$ cat config.mk
export PLATFORM = sky130hd
export DESIGN_NAME = photon_record_timestamp_decoder
export DESIGN_NICKNAME = d
export VERILOG_FILES = /design/src/rtl/prtd_pkg.sv /design/src/rtl/prtd_front.sv /design/src/rtl/prtd_queue.sv /design/src/rtl/prtd_back.sv /design/src/rtl/photon_record_timestamp_decoder.sv
export VERILOG_INCLUDE_DIRS = /design/src /design/src/rtl
export SDC_FILE = /design/constraint.sdc
export NUM_CORES = 2
export LEC_CHECK = 0
export BUFFER_PORTS_ARGS = -buffer_cell sky130_fd_sc_hd__buf_2
export CAP_MARGIN = 25
export CORE_MARGIN = 10
export CORE_UTILIZATION = 65
export DETAILED_ROUTE_END_ITERATION = 12
export MAX_ROUTING_LAYER = met4
export PLACE_DENSITY_LB_ADDON = 0.08
export RECOVER_POWER = 100
export SYNTH_ARGS = -nofsm -noshare
export SYNTH_HDL_FRONTEND = slang
export SYNTH_SLANG_ARGS = --single-unit
$ cat constraint.sdc
create_clock -name clk -period 9.85 [get_ports clk]
set_input_delay 0.4925 -clock clk [delete_from_list [all_inputs] [get_ports clk]]
set_output_delay 0.4925 -clock clk [all_outputs]
set_load 0.03 [all_outputs]
$ cat src/rtl/photon_record_timestamp_decoder_macros.svh
// Assertion macros shared by the photon record timestamp decoder sources.
`ifndef PHOTON_RECORD_TIMESTAMP_DECODER_MACROS_SVH
`define PHOTON_RECORD_TIMESTAMP_DECODER_MACROS_SVH

`ifndef NO_ASSERTIONS

// Property that must hold in every cycle outside reset.
`define PRTD_ASSERT(lbl, clk, rst_n, prop, msg) \
    lbl: assert property (@(posedge clk) disable iff (!rst_n) (prop)) else $error(msg);

// Consequent that must hold in the cycle after the antecedent.
`define PRTD_ASSERT_NEXT(lbl, clk, rst_n, ante, cons, msg) \
    lbl: assert property (@(posedge clk) disable iff (!rst_n) (ante) |=> (cons)) else $error(msg);

`else

`define PRTD_ASSERT(lbl, clk, rst_n, prop, msg)
`define PRTD_ASSERT_NEXT(lbl, clk, rst_n, ante, cons, msg)

`endif

`endif

$ cat src/rtl/prtd_pkg.sv
// Types and constants shared by the photon record timestamp decoder modules.
package prtd_pkg;

    localparam int RECORD_W    = 32;
    localparam int SYNC_W      = 16;
    localparam int CHAN_W      = 4;
    localparam int FINE_W      = 12;
    localparam int TS_W        = 64;
    localparam int HALF_W      = 32;
    localparam int CHAN_LSB    = 28;
    localparam int FINE_LSB    = 16;
    localparam int TDATA_OUT_W = 72;
    localparam int PADDR_W     = 4;
    localparam int PDATA_W     = 32;

    localparam logic [CHAN_W-1:0] SPECIAL_CHANNEL = 4'hF;
    localparam logic [CHAN_W-1:0] ALL_CHANNELS    = 4'hF;
    localparam logic [TS_W-1:0]   WRAP_PERIOD     = 64'd65536;

    // Register indexes, taken from paddr[3:2].
    localparam logic [1:0] REG_SYNC_INTERVAL  = 2'd0;
    localparam logic [1:0] REG_CHANNEL_SELECT = 2'd1;
    localparam logic [1:0] REG_RECORD_LIMIT   = 2'd2;

    localparam int QUEUE_DEPTH = 4;
    localparam int QPTR_W      = 2;
    localparam int QCNT_W      = 3;

    typedef struct packed {
        logic [31:0]       sync_interval;
        logic [CHAN_W-1:0] channel_select;
        logic [31:0]       record_limit;
    } cfg_t;

    // One piece of work for the back end: multiplicand, fine time and tags.
    typedef struct packed {
        logic              err;
        logic [CHAN_W-1:0] chan;
        logic [FINE_W-1:0] fine;
        logic [TS_W-1:0]   mult_op;
    } entry_t;

    typedef struct packed {
        logic   valid;
        entry_t entry;
    } push_t;

    typedef struct packed {
        logic   valid;
        entry_t entry;
    } head_t;

    typedef struct packed {
        logic              full;
        logic [QCNT_W-1:0] count;
    } q_stat_t;

    typedef struct packed {
        logic        at_limit;
        logic [31:0] records_seen;
    } fr_stat_t;

endpackage

$ cat src/rtl/prtd_front.sv
// Front end: accepts records, applies the record limit and filter, keeps the counters.
module prtd_front
    import prtd_pkg::*;
(
    input  logic                clk,
    input  logic                rst_n,
    input  logic                accept,
    input  logic [RECORD_W-1:0] record_word,
    input  cfg_t                cfg,
    output push_t               push,
    output fr_stat_t            stat
);

    logic [TS_W-1:0]   overflow_base_reg;
    logic [TS_W-1:0]   overflow_base_next;
    logic [31:0]       records_seen_reg;
    logic [31:0]       records_seen_next;
    logic [CHAN_W-1:0] chan;
    logic [FINE_W-1:0] fine;
    logic [SYNC_W-1:0] sync;
    logic              at_limit;
    logic              special;
    logic              pass;

    assign chan = record_word[CHAN_LSB +: CHAN_W];
    assign fine = record_word[FINE_LSB +: FINE_W];
    assign sync = record_word[SYNC_W-1:0];

    // The next count would exceed the limit exactly when the count has reached it.
    assign at_limit = (records_seen_reg >= cfg.record_limit);
    assign special  = (chan == SPECIAL_CHANNEL);
    assign pass     = (cfg.channel_select == ALL_CHANNELS) || (cfg.channel_select == chan);

    always_comb
    begin
        push.valid         = accept && (at_limit || (!special && pass));
        push.entry.err     = at_limit;
        push.entry.chan    = at_limit ? '0 : chan;
        push.entry.fine    = at_limit ? '0 : fine;
        push.entry.mult_op = at_limit ? '0 : overflow_base_reg + TS_W'(sync);
    end

    always_comb
    begin
        records_seen_next  = records_seen_reg;
        overflow_base_next = overflow_base_reg;
        if (accept && !at_limit)
        begin
            records_seen_next = records_seen_reg + 32'd1;
            if (special && (fine == '0))
            begin
                overflow_base_next = overflow_base_reg + WRAP_PERIOD;
            end
        end
    end

    always_ff @(posedge clk or negedge rst_n)
    begin
        if (!rst_n)
        begin
            records_seen_reg  <= '0;
            overflow_base_reg <= '0;
        end
        else
        begin
            records_seen_reg  <= records_seen_next;
            overflow_base_reg <= overflow_base_next;
        end
    end

    assign stat.at_limit     = at_limit;
    assign stat.records_seen = records_seen_reg;

endmodule

$ cat src/rtl/prtd_queue.sv
// Short queue in flip-flops between the front and back ends.
module prtd_queue
    import prtd_pkg::*;
(
    input  logic    clk,
    input  logic    rst_n,
    input  push_t   push,
    input  logic    pop,
    output head_t   head,
    output q_stat_t stat
);

    entry_t            mem_reg [QUEUE_DEPTH];
    logic [QPTR_W-1:0] wr_ptr_reg;
    logic [QPTR_W-1:0] wr_ptr_next;
    logic [QPTR_W-1:0] rd_ptr_reg;
    logic [QPTR_W-1:0] rd_ptr_next;
    logic [QCNT_W-1:0] count_reg;
    logic [QCNT_W-1:0] count_next;
    logic              do_push;
    logic              do_pop;

    assign stat.full  = (count_reg == QCNT_W'(QUEUE_DEPTH));
    assign stat.count = count_reg;
    assign head.valid = (count_reg != '0);
    assign head.entry = mem_reg[rd_ptr_reg];

    assign do_push = push.valid && !stat.full;
    assign do_pop  = pop && head.valid;

    always_comb
    begin
        wr_ptr_next = do_push ? wr_ptr_reg + QPTR_W'(1) : wr_ptr_reg;
        rd_ptr_next = do_pop ? rd_ptr_reg + QPTR_W'(1) : rd_ptr_reg;
        count_next  = count_reg;
        if (do_push && !do_pop)
        begin
            count_next = count_reg + QCNT_W'(1);
        end
        else if (do_pop && !do_push)
        begin
            count_next = count_reg - QCNT_W'(1);
        end
    end

    always_ff @(posedge clk or negedge rst_n)
    begin
        if (!rst_n)
        begin
            wr_ptr_reg <= '0;
            rd_ptr_reg <= '0;
            count_reg  <= '0;
        end
        else
        begin
            wr_ptr_reg <= wr_ptr_next;
            rd_ptr_reg <= rd_ptr_next;
            count_reg  <= count_next;
        end
    end

    always_ff @(posedge clk)
    begin
        if (do_push)
        begin
            mem_reg[wr_ptr_reg] <= push.entry;
        end
    end

endmodule

$ cat src/rtl/prtd_back.sv
// Back end: two-stage multiply-accumulate that forms the timestamp, with output register.
module prtd_back
    import prtd_pkg::*;
(
    input  logic                   clk,
    input  logic                   rst_n,
    input  head_t                  head,
    output logic                   pop,
    input  logic [31:0]            sync_interval,
    output logic                   m_valid,
    input  logic                   m_ready,
    output logic [TS_W-1:0]        timestamp,
    output logic [CHAN_W-1:0]      photon_channel,
    output logic                   limit_error
);

    logic              s1_valid_reg;
    logic [TS_W-1:0]   prod_lo_reg;
    logic [HALF_W-1:0] prod_hi_reg;
    logic [FINE_W-1:0] s1_fine_reg;
    logic [CHAN_W-1:0] s1_chan_reg;
    logic              s1_err_reg;
    logic              out_valid_reg;
    logic [TS_W-1:0]   ts_reg;
    logic [TS_W-1:0]   ts_next;
    logic [CHAN_W-1:0] out_chan_reg;
    logic              out_err_reg;
    logic              s2_ready;
    logic              s1_ready;
    logic [HALF_W-1:0] hi_full;

    assign s2_ready = !out_valid_reg || m_ready;
    assign s1_ready = !s1_valid_reg || s2_ready;
    assign pop      = head.valid && s1_ready;

    // Only the low half of the upper partial product reaches the 64-bit result.
    assign hi_full = head.entry.mult_op[TS_W-1:HALF_W] * sync_interval;
    assign ts_next = prod_lo_reg + {prod_hi_reg, {HALF_W{1'b0}}} + TS_W'(s1_fine_reg);

    always_ff @(posedge clk or negedge rst_n)
    begin
        if (!rst_n)
        begin
            s1_valid_reg  <= 1'b0;
            out_valid_reg <= 1'b0;
        end
        else
        begin
            if (s1_ready)
            begin
                s1_valid_reg <= head.valid;
            end
            if (s2_ready)
            begin
                out_valid_reg <= s1_valid_reg;
            end
        end
    end

    always_ff @(posedge clk)
    begin
        if (pop)
        begin
            prod_lo_reg <= head.entry.mult_op[HALF_W-1:0] * sync_interval;
            prod_hi_reg <= hi_full;
            s1_fine_reg <= head.entry.fine;
            s1_chan_reg <= head.entry.chan;
            s1_err_reg  <= head.entry.err;
        end
        if (s2_ready && s1_valid_reg)
        begin
            ts_reg       <= ts_next;
            out_chan_reg <= s1_chan_reg;
            out_err_reg  <= s1_err_reg;
        end
    end

    assign m_valid        = out_valid_reg;
    assign timestamp      = ts_reg;
    assign photon_channel = out_chan_reg;
    assign limit_error    = out_err_reg;

endmodule

$ cat src/rtl/photon_record_timestamp_decoder.sv
// Top level of the photon record timestamp decoder: registers, front end, queue, back end.
//
//  Channel   Direction  Transaction carries
//  s_axis    in         one 32-bit time-tagged record (tdata[31:0] = record_word)
//  m_axis    out        one result: tdata = timestamp, photon_channel; tuser = limit_error
//  APB       in/out     writes and reads of sync_interval, channel_select, record_limit
//
//  A record is taken in every cycle in which the queue has room, so while m_axis keeps up
//  the sustained rate is one record per clock. A result passes these registers in order:
//  the queue, into which the front end writes its record; the first back-end stage, which
//  forms the two 32 x 32 partial products; the output register, into which the second adds
//  them with the fine time. Reset clears the counters, the queue and all valid flags at
//  once; there is no clearing pass. A stalled m_axis holds the output register and fills
//  the four-entry queue, after which s_axis_tready falls.
`include "photon_record_timestamp_decoder_macros.svh"

module photon_record_timestamp_decoder
    import prtd_pkg::*;
(
    input  logic                   clk,
    input  logic                   rst_n,
    // Input records.
    input  logic                   s_axis_tvalid,
    output logic                   s_axis_tready,
    input  logic [RECORD_W-1:0]    s_axis_tdata,   // [31:0] record_word
    // Results.
    output logic                   m_axis_tvalid,
    input  logic                   m_axis_tready,
    output logic [TDATA_OUT_W-1:0] m_axis_tdata,   // [63:0] timestamp, [67:64] photon_channel,
                                                   // [71:68] zero
    output logic [0:0]             m_axis_tuser,   // [0] limit_error
    // Configuration.
    input  logic                   psel,
    input  logic                   penable,
    input  logic                   pwrite,
    input  logic [PADDR_W-1:0]     paddr,
    input  logic [PDATA_W-1:0]     pwdata,
    output logic [PDATA_W-1:0]     prdata,
    output logic                   pready
);

    cfg_t              cfg_reg;
    logic              cfg_write;
    logic [1:0]        reg_index;
    logic              s_accept;
    push_t             push;
    fr_stat_t          fr_stat;
    head_t             head;
    logic              pop;
    q_stat_t           q_stat;
    logic [TS_W-1:0]   timestamp;
    logic [CHAN_W-1:0] photon_channel;
    logic              limit_error;

    // Configuration registers. The register index is the word address, so any byte offset
    // inside a word reaches that word's register; indexes beyond the list are ignored.
    assign pready    = 1'b1;
    assign reg_index = paddr[3:2];
    assign cfg_write = psel && penable && pwrite && pready;

    always_ff @(posedge clk or negedge rst_n)
    begin
        if (!rst_n)
        begin
            cfg_reg.sync_interval  <= '0;
            cfg_reg.channel_select <= ALL_CHANNELS;
            cfg_reg.record_limit   <= '1;
        end
        else if (cfg_write)
        begin
            case (reg_index)
                REG_SYNC_INTERVAL:  cfg_reg.sync_interval  <= pwdata;
                REG_CHANNEL_SELECT: cfg_reg.channel_select <= pwdata[CHAN_W-1:0];
                REG_RECORD_LIMIT:   cfg_reg.record_limit   <= pwdata;
                default:            ;
            endcase
        end
    end

    always_comb
    begin
        case (reg_index)
            REG_SYNC_INTERVAL:  prdata = cfg_reg.sync_interval;
            REG_CHANNEL_SELECT: prdata = PDATA_W'(cfg_reg.channel_select);
            REG_RECORD_LIMIT:   prdata = cfg_reg.record_limit;
            default:            prdata = '0;
        endcase
    end

    // Records are taken whenever the queue can absorb one more entry, whether or not the
    // record turns out to produce a result.
    assign s_axis_tready = !q_stat.full;
    assign s_accept      = s_axis_tvalid && s_axis_tready;

    prtd_front u_front
    (
        .clk         (clk),
        .rst_n       (rst_n),
        .accept      (s_accept),
        .record_word (s_axis_tdata),
        .cfg         (cfg_reg),
        .push        (push),
        .stat        (fr_stat)
    );

    prtd_queue u_queue
    (
        .clk   (clk),
        .rst_n (rst_n),
        .push  (push),
        .pop   (pop),
        .head  (head),
        .stat  (q_stat)
    );

    prtd_back u_back
    (
        .clk            (clk),
        .rst_n          (rst_n),
        .head           (head),
        .pop            (pop),
        .sync_interval  (cfg_reg.sync_interval),
        .m_valid        (m_axis_tvalid),
        .m_ready        (m_axis_tready),
        .timestamp      (timestamp),
        .photon_channel (photon_channel),
        .limit_error    (limit_error)
    );

    assign m_axis_tdata = {{(TDATA_OUT_W - TS_W - CHAN_W){1'b0}}, photon_channel, timestamp};
    assign m_axis_tuser = limit_error;

    // The queue never holds more entries than it has slots.
    `PRTD_ASSERT(a_queue_bound, clk, rst_n, q_stat.count <= QCNT_W'(QUEUE_DEPTH), "queue overfilled")

    // A rejected record leaves the record counter as it was.
    `PRTD_ASSERT_NEXT(a_reject_holds_count, clk, rst_n, s_accept && fr_stat.at_limit, fr_stat.records_seen == $past(fr_stat.records_seen), "count moved on rejected record")

    // An error result carries a zero timestamp and channel.
    `PRTD_ASSERT(a_error_zero, clk, rst_n, !(m_axis_tvalid && m_axis_tuser[0]) || (m_axis_tdata == '0), "error result not zero")

    // A photon result never carries the special channel.
    `PRTD_ASSERT(a_photon_channel, clk, rst_n, !(m_axis_tvalid && !m_axis_tuser[0]) || (m_axis_tdata[67:64] != SPECIAL_CHANNEL), "special channel in photon result")

endmodule

Word level (Yosys, flattened, before mapping)
Memories as Yosys holds them, arrays and structs flattened.
Index checks and enable logic that the tools add are counted.
- memory bits (writable): 324
- word-level logic and storage cells: 77
- bits of input ports: 75
- memories kept: 1
- flip-flop bits (word level): 355
- output and inout bits: 108
- reduce and logical (&&, ||, !) cells: 32
- $mul: 2
- $add $sub $neg: 9
- eq/ne operators: 6
- muxes and demuxes: 8
- order comparisons: 1
- memories (memory ; words ; bits a word ; read ports ; clocked after memory_dff ; write ports ; RTL line ; text):
    u_queue.mem_reg ; 4 ; 81 ; 1 ; 0 ; 1 ; prtd_queue.sv:13 ; entry_t mem_reg [QUEUE_DEPTH];
- operators with widths (kind ; number):
    case mux 32 bit (3 select lines) ; 1
    adder 64 x 12 -> 64 bit ; 1
    adder 64 x 16 -> 64 bit ; 1
    adder 64 x 17 -> 64 bit (second input constant) ; 1
    adder 64 bit ; 1
    multiplier 32 x 32 -> 64 bit ; 1
    2-to-1 mux 64 bit ; 1
    adder 32 x 1 -> 32 bit (second input constant) ; 1
    >= comparator 32 bit ; 1
    multiplier 32 x 32 -> 32 bit ; 1
    logical AND 1 bit ; 13
    logical NOT 12 bit ; 1
    2-to-1 mux 12 bit ; 1
    equality test 4 bit (second input constant) ; 2
    AND reduction 2 bit ; 4
    logical NOT 1 bit ; 7
    2-to-1 mux 3 bit ; 2
    adder 2 x 1 -> 2 bit (second input constant) ; 2
    equality test 4 bit ; 1
    logical OR 1 bit ; 4
    2-to-1 mux 4 bit ; 1
    adder 3 x 1 -> 3 bit (second input constant) ; 1
    equality test 3 bit (second input constant) ; 1
    nonzero test 3 bit ; 1
    other kinds (6) ; 7

Depth between registers and ports, before layout
- depth after elaboration: 10
- gate-level depth with buffers: 33
- depth with buffers taken out: 28

Cells and area by module
Synthesis repeated with hierarchy kept, for this count alone.
- cells, all modules: 7372
- area, all modules: 77844.7 um^2
- modules (own cells, without submodules) (module ; cells each ; times used ; area each (um^2)):
    prtd_back ; 6133 ; 1 ; 57337.5
    prtd_queue ; 458 ; 1 ; 12107.9
    prtd_front ; 549 ; 1 ; 5157.4
    photon_record_timestamp_decoder ; 232 ; 1 ; 3241.9

Worst setup path before layout
No wires, ideal clock.
- kind: reg2reg
- start point: register u_queue.rd_ptr_reg[0]
- end point: register u_back.prod_lo_reg[55] (data pin)
- data required time: 9.589 ns
- setup slack: 0.844 ns
- arrival: 8.745 ns
- stages on the path, launching flop included: 32
- setup time: 0.261 ns
- clock period less this slack: 9.006 ns
- path through: dfrtp_1 > buf_2 > buf_2 > buf_2 > mux4_2 > clkbuf_1 > and2_1 > fa_1 > inv_1 > fa_1 > fa_1 > fa_1 > inv_1 > fa_1 > inv_1 > fa_1 > inv_1 > fa_1 > fa_1 > ha_1 > buf_2 > a211o_1 > a31oi_1 > o21bai_1 > a31o_2 > a221oi_2 > a211oi_2 > o21ai_2 > o31ai_2 > a221oi_2 > nor4bb_1 > a311o_1
- cells in the longest elaborated chain, start to end: 2
- RTL lines (item ; RTL line ; text):
    start: declaration ; prtd_queue.sv:16 ; logic [QPTR_W-1:0] rd_ptr_reg;
    start signal: assignment ; prtd_queue.sv:57 ; rd_ptr_reg <= rd_ptr_next;
    memory (4 x 81 bit) ; -- ;
    multiplier 32 x 32 -> 64 bit ; prtd_back.sv:64 ; prod_lo_reg <= head.entry.mult_op[HALF_W-1:0] * sync_interval;
    end signal: assignment ; prtd_back.sv:64 ;
    end: declaration ; prtd_back.sv:18 ; logic [TS_W-1:0] prod_lo_reg;
Every way passes these cells.
A chain may end at the register's enable or synchronous reset.

Worst setup path in the final report
- start point: register cfg_reg[61] (netlist name)
- end point: register u_back.prod_lo_reg[62] (data pin)
- cells in the longest elaborated chain, start to end: 1
- RTL lines (item ; RTL line):
    multiplier 32 x 32 -> 64 bit ; prtd_back.sv:64
Every way passes these cells.

==> flow_summary.json <==
{
  "cts_made_buffers": 72,
  "fp-row-count": 126,
  "cts-root-buf": "clkbuf_16",
  "final_common_cell": "inv_1",
  "path_class": "flip-flop to flip-flop",
  "ys_warn_count": 0,
  "holdCritPathClass": "input pin to flip-flop",
  "area_growth_pct": 6.28,
  "ctsResizeCount": 0,
  "numPortBuffers": 175,
  "die_w_um": 365,
  "synth-main-ff-cell": "edfxtp_1",
  "ant_nets": 0,
  "overflow": 0,
  "antenna_found_initial": 8,
  "clock_sinks": 663,
  "final-max-slew-violation-count": 1103,
  "vias": 52100,
  "violations": "capacitance limit, slew limit",
  "dieArea_um2": 133000,
  "async_reset_ff_frac": 0.237,
  "layout_common_cells": "inv_1 (1427), fa_1 (1306), nand2_1 (941), and2_1 (752), edfxtp_1 (506)",
  "r2r-end": "u_back.prod_lo_reg[62]",
  "synth.distinct_cells": 81,
  "cts_tree": "done",
  "drt-total-wl_um": 200000,
  "crit_arrival_ps": 9890,
  "status": "finished with violations",
  "wire_per_inst_um": 22.3,
  "max_stage_delay_ps": 1340,
  "startpoint": "cfg_reg[61]",
  "cp-endpoint": "u_back.prod_lo_reg[62]",
  "die_h_um": 365,
  "ff2ff_path_depth": 26,
  "track_usage": 0.319,
  "setup-violations-final": 0,
  "clk_pin_slew_worst_paths_ps": 60,
  "dr.pass1.iters": 6,
  "postSynthCellCount": 7359,
  "num-fill-cells": 8915,
  "drive_gt1_frac": 0.0661,
  "grt_setup_unrepaired": "false",
  "skew_ps": 58.1,
  "synth.avg_cell_area_um2": 10.5,
  "relSlewSlack": -2.33,
  "cp-start-kind": "flip-flop",
  "worstPathRequired_ps": 10230,
  "max_cap_viol_count": 24,
  "hold_violations": 0,
  "drc_errors": 0,
  "routabilityCongestion": 0.943,
  "drtIter0Drc": 4307,
  "yosysSeqAreaShare": 0.248,
  "period_share": 0.966,
  "r2r-start": "cfg_reg[61]",
  "clk_latency_ps": 690,
  "finalSetupTns_ps": 0,
  "ff_latch_area_um2": 19200,
  "vias_per_cell": 5.80,
  "synth_edf_count": 506,
  "largest_reg_flops": 324,
  "cts_max_path_buffers": 3,
  "critPathSlowestCell": "clkbuf_1",
  "multiInputGateArea_um2": 51200,
  "grt_pass1_vias": 55400,
  "worst_pin_slew_ps": 4990,
  "cp_max_fo": 27,
  "max_freq_mhz": 105,
  "layout.nets": 9221,
  "syn-cell-area_um2": 77200,
  "ys_ff_latch": 663,
  "r2r_slack_ps": 340,
  "min_period_ps": 9510,
  "grt_first_pass_wirelength_um": 315000,
  "cts_max_level": 3,
  "hpwl_um": 158000,
  "grt_max_degree": 93,
  "path_common_cell": "fa_1",
  "endpoint_kind": "flip-flop",
  "io_pins": 183,
  "core_area_um2": 118000,
  "initial_core_util": 0.654
}
-- synthesized netlist by cell type, types with 5 or more instances --
master / count / area share
inv_1: 1427 / 0.069
fa_1: 1306 / 0.34
nand2_1: 941 / 0.046
and2_1: 847 / 0.069
edfxtp_1: 506 / 0.20
ha_1: 468 / 0.076
clkbuf_1: 362 / 0.018
xnor2_1: 221 / 0.025
a21oi_1: 129 / 0.0084
dfrtp_1: 121 / 0.039
nor2_1: 118 / 0.0057
o21ai_0: 100 / 0.0065
a21o_1: 86 / 0.0084
mux4_2: 81 / 0.024
nand3_1: 70 / 0.0045
xor2_1: 70 / 0.0079
and3_1: 49 / 0.0040
nand4_1: 49 / 0.0040
mux2_2: 41 / 0.0060
nor3_1: 37 / 0.0024
dfstp_2: 36 / 0.012
mux2i_1: 33 / 0.0043
and4_1: 20 / 0.0023
nor2b_1: 20 / 0.0016
nand2b_1: 18 / 0.0015
o21bai_1: 18 / 0.0017
o21a_1: 16 / 0.0016
a31oi_1: 14 / 0.0011
nor4_1: 14 / 0.0011
a211oi_1: 12 / 0.0012
buf_2: 12 / 0.00078
buf_1: 11 / 0.00053
buf_4: 7 / 0.00068
a21boi_0: 6 / 0.00058
o211ai_1: 6 / 0.00058
a221oi_1: 5 / 0.00057
a31o_2: 5 / 0.00057
a41o_1: 5 / 0.00065
-- layout make-up --
type | count | share of cell area
inverter | 1427 | 0.0653
antenna | 3 | 0.0000915
clock inverter | 36 | 0.00668
timing repair buffer | 328 | 0.0233
tap | 1536 | 0.0234
multi-input combinational | 4880 | 0.624
sequential | 663 | 0.234
clock buffer | 97 | 0.0239
-- worst max-delay path: cells and delay by family, from the launching register on --
kind	cells	cell delay (ps)
fa+ha+maj	9	4440
buf+inv	5	1720
compound gates	8	1710
flops	1	710
simple gates	3	480
xor+xnor	1	150
-- worst min-delay path by stage --
stage,from,endpoint,slack [ps],cells past startpoint
final,pwdata[5],cfg_reg[5],40,3
after global routing,pwdata[27],cfg_reg[27],40,3
after CTS,pwdata[29],cfg_reg[29],0.05,3
after detailed placement,u_back.s1_chan_reg[0],u_back.photon_channel[0],400,0
after global placement,u_back.s1_chan_reg[1],u_back.photon_channel[1],410,0
after floorplan,rst_n,cfg_reg[36],200,0
-- stage by stage --
stage	instance area [µm²]	hold slack (ps)	instances	util	setup slack (ps)
after global placement	79700	405	8821	0.675	662
after detailed placement	79800	405	8822	0.675	592
final	82100	40.4	8970	0.695	336
after floorplan	77200	197	7362	-	844
after global routing	82100	41.1	8969	0.695	71.2
after CTS	82400	0.0507	8966	0.698	523
-- logic make-up (layout without fill, tap and decap cells) --
group | Yosys count | in the layout | share of synthesized area
AOI/OAI and AO/OA | 448 | 448 | 0.0375
xor gates and xnor gates | 291 | 291 | 0.0330
adders and majority gates | 1774 | 1774 | 0.414
buffers and inverters | 1819 | 1888 | 0.0889
DFF | 663 | 663 | 0.248
muxes | 155 | 155 | 0.0339
other | 2 | 8 | 0.0000972
and+or+nand+nor | 2207 | 2207 | 0.144
-- per-layer routing --
metal	global-route usage	share of wire	vias to the layer above
met1	0.423	0.41	26700
li1	-	-	22700
met5	-	0	-
met2	0.488	0.46	2239
met3	0.0698	0.095	402
met4	0.111	0.040	0
-- what timing repair did --
action / 4_1_cts / 5_1_grt
endpoints found under the hold margin: 78 / 0
hold buffers: 11 / 0
buffers inserted: 0 / 0
Power is not shown: default switching activity piles up to over one toggle a cycle in this logic, so the estimate is an artifact.
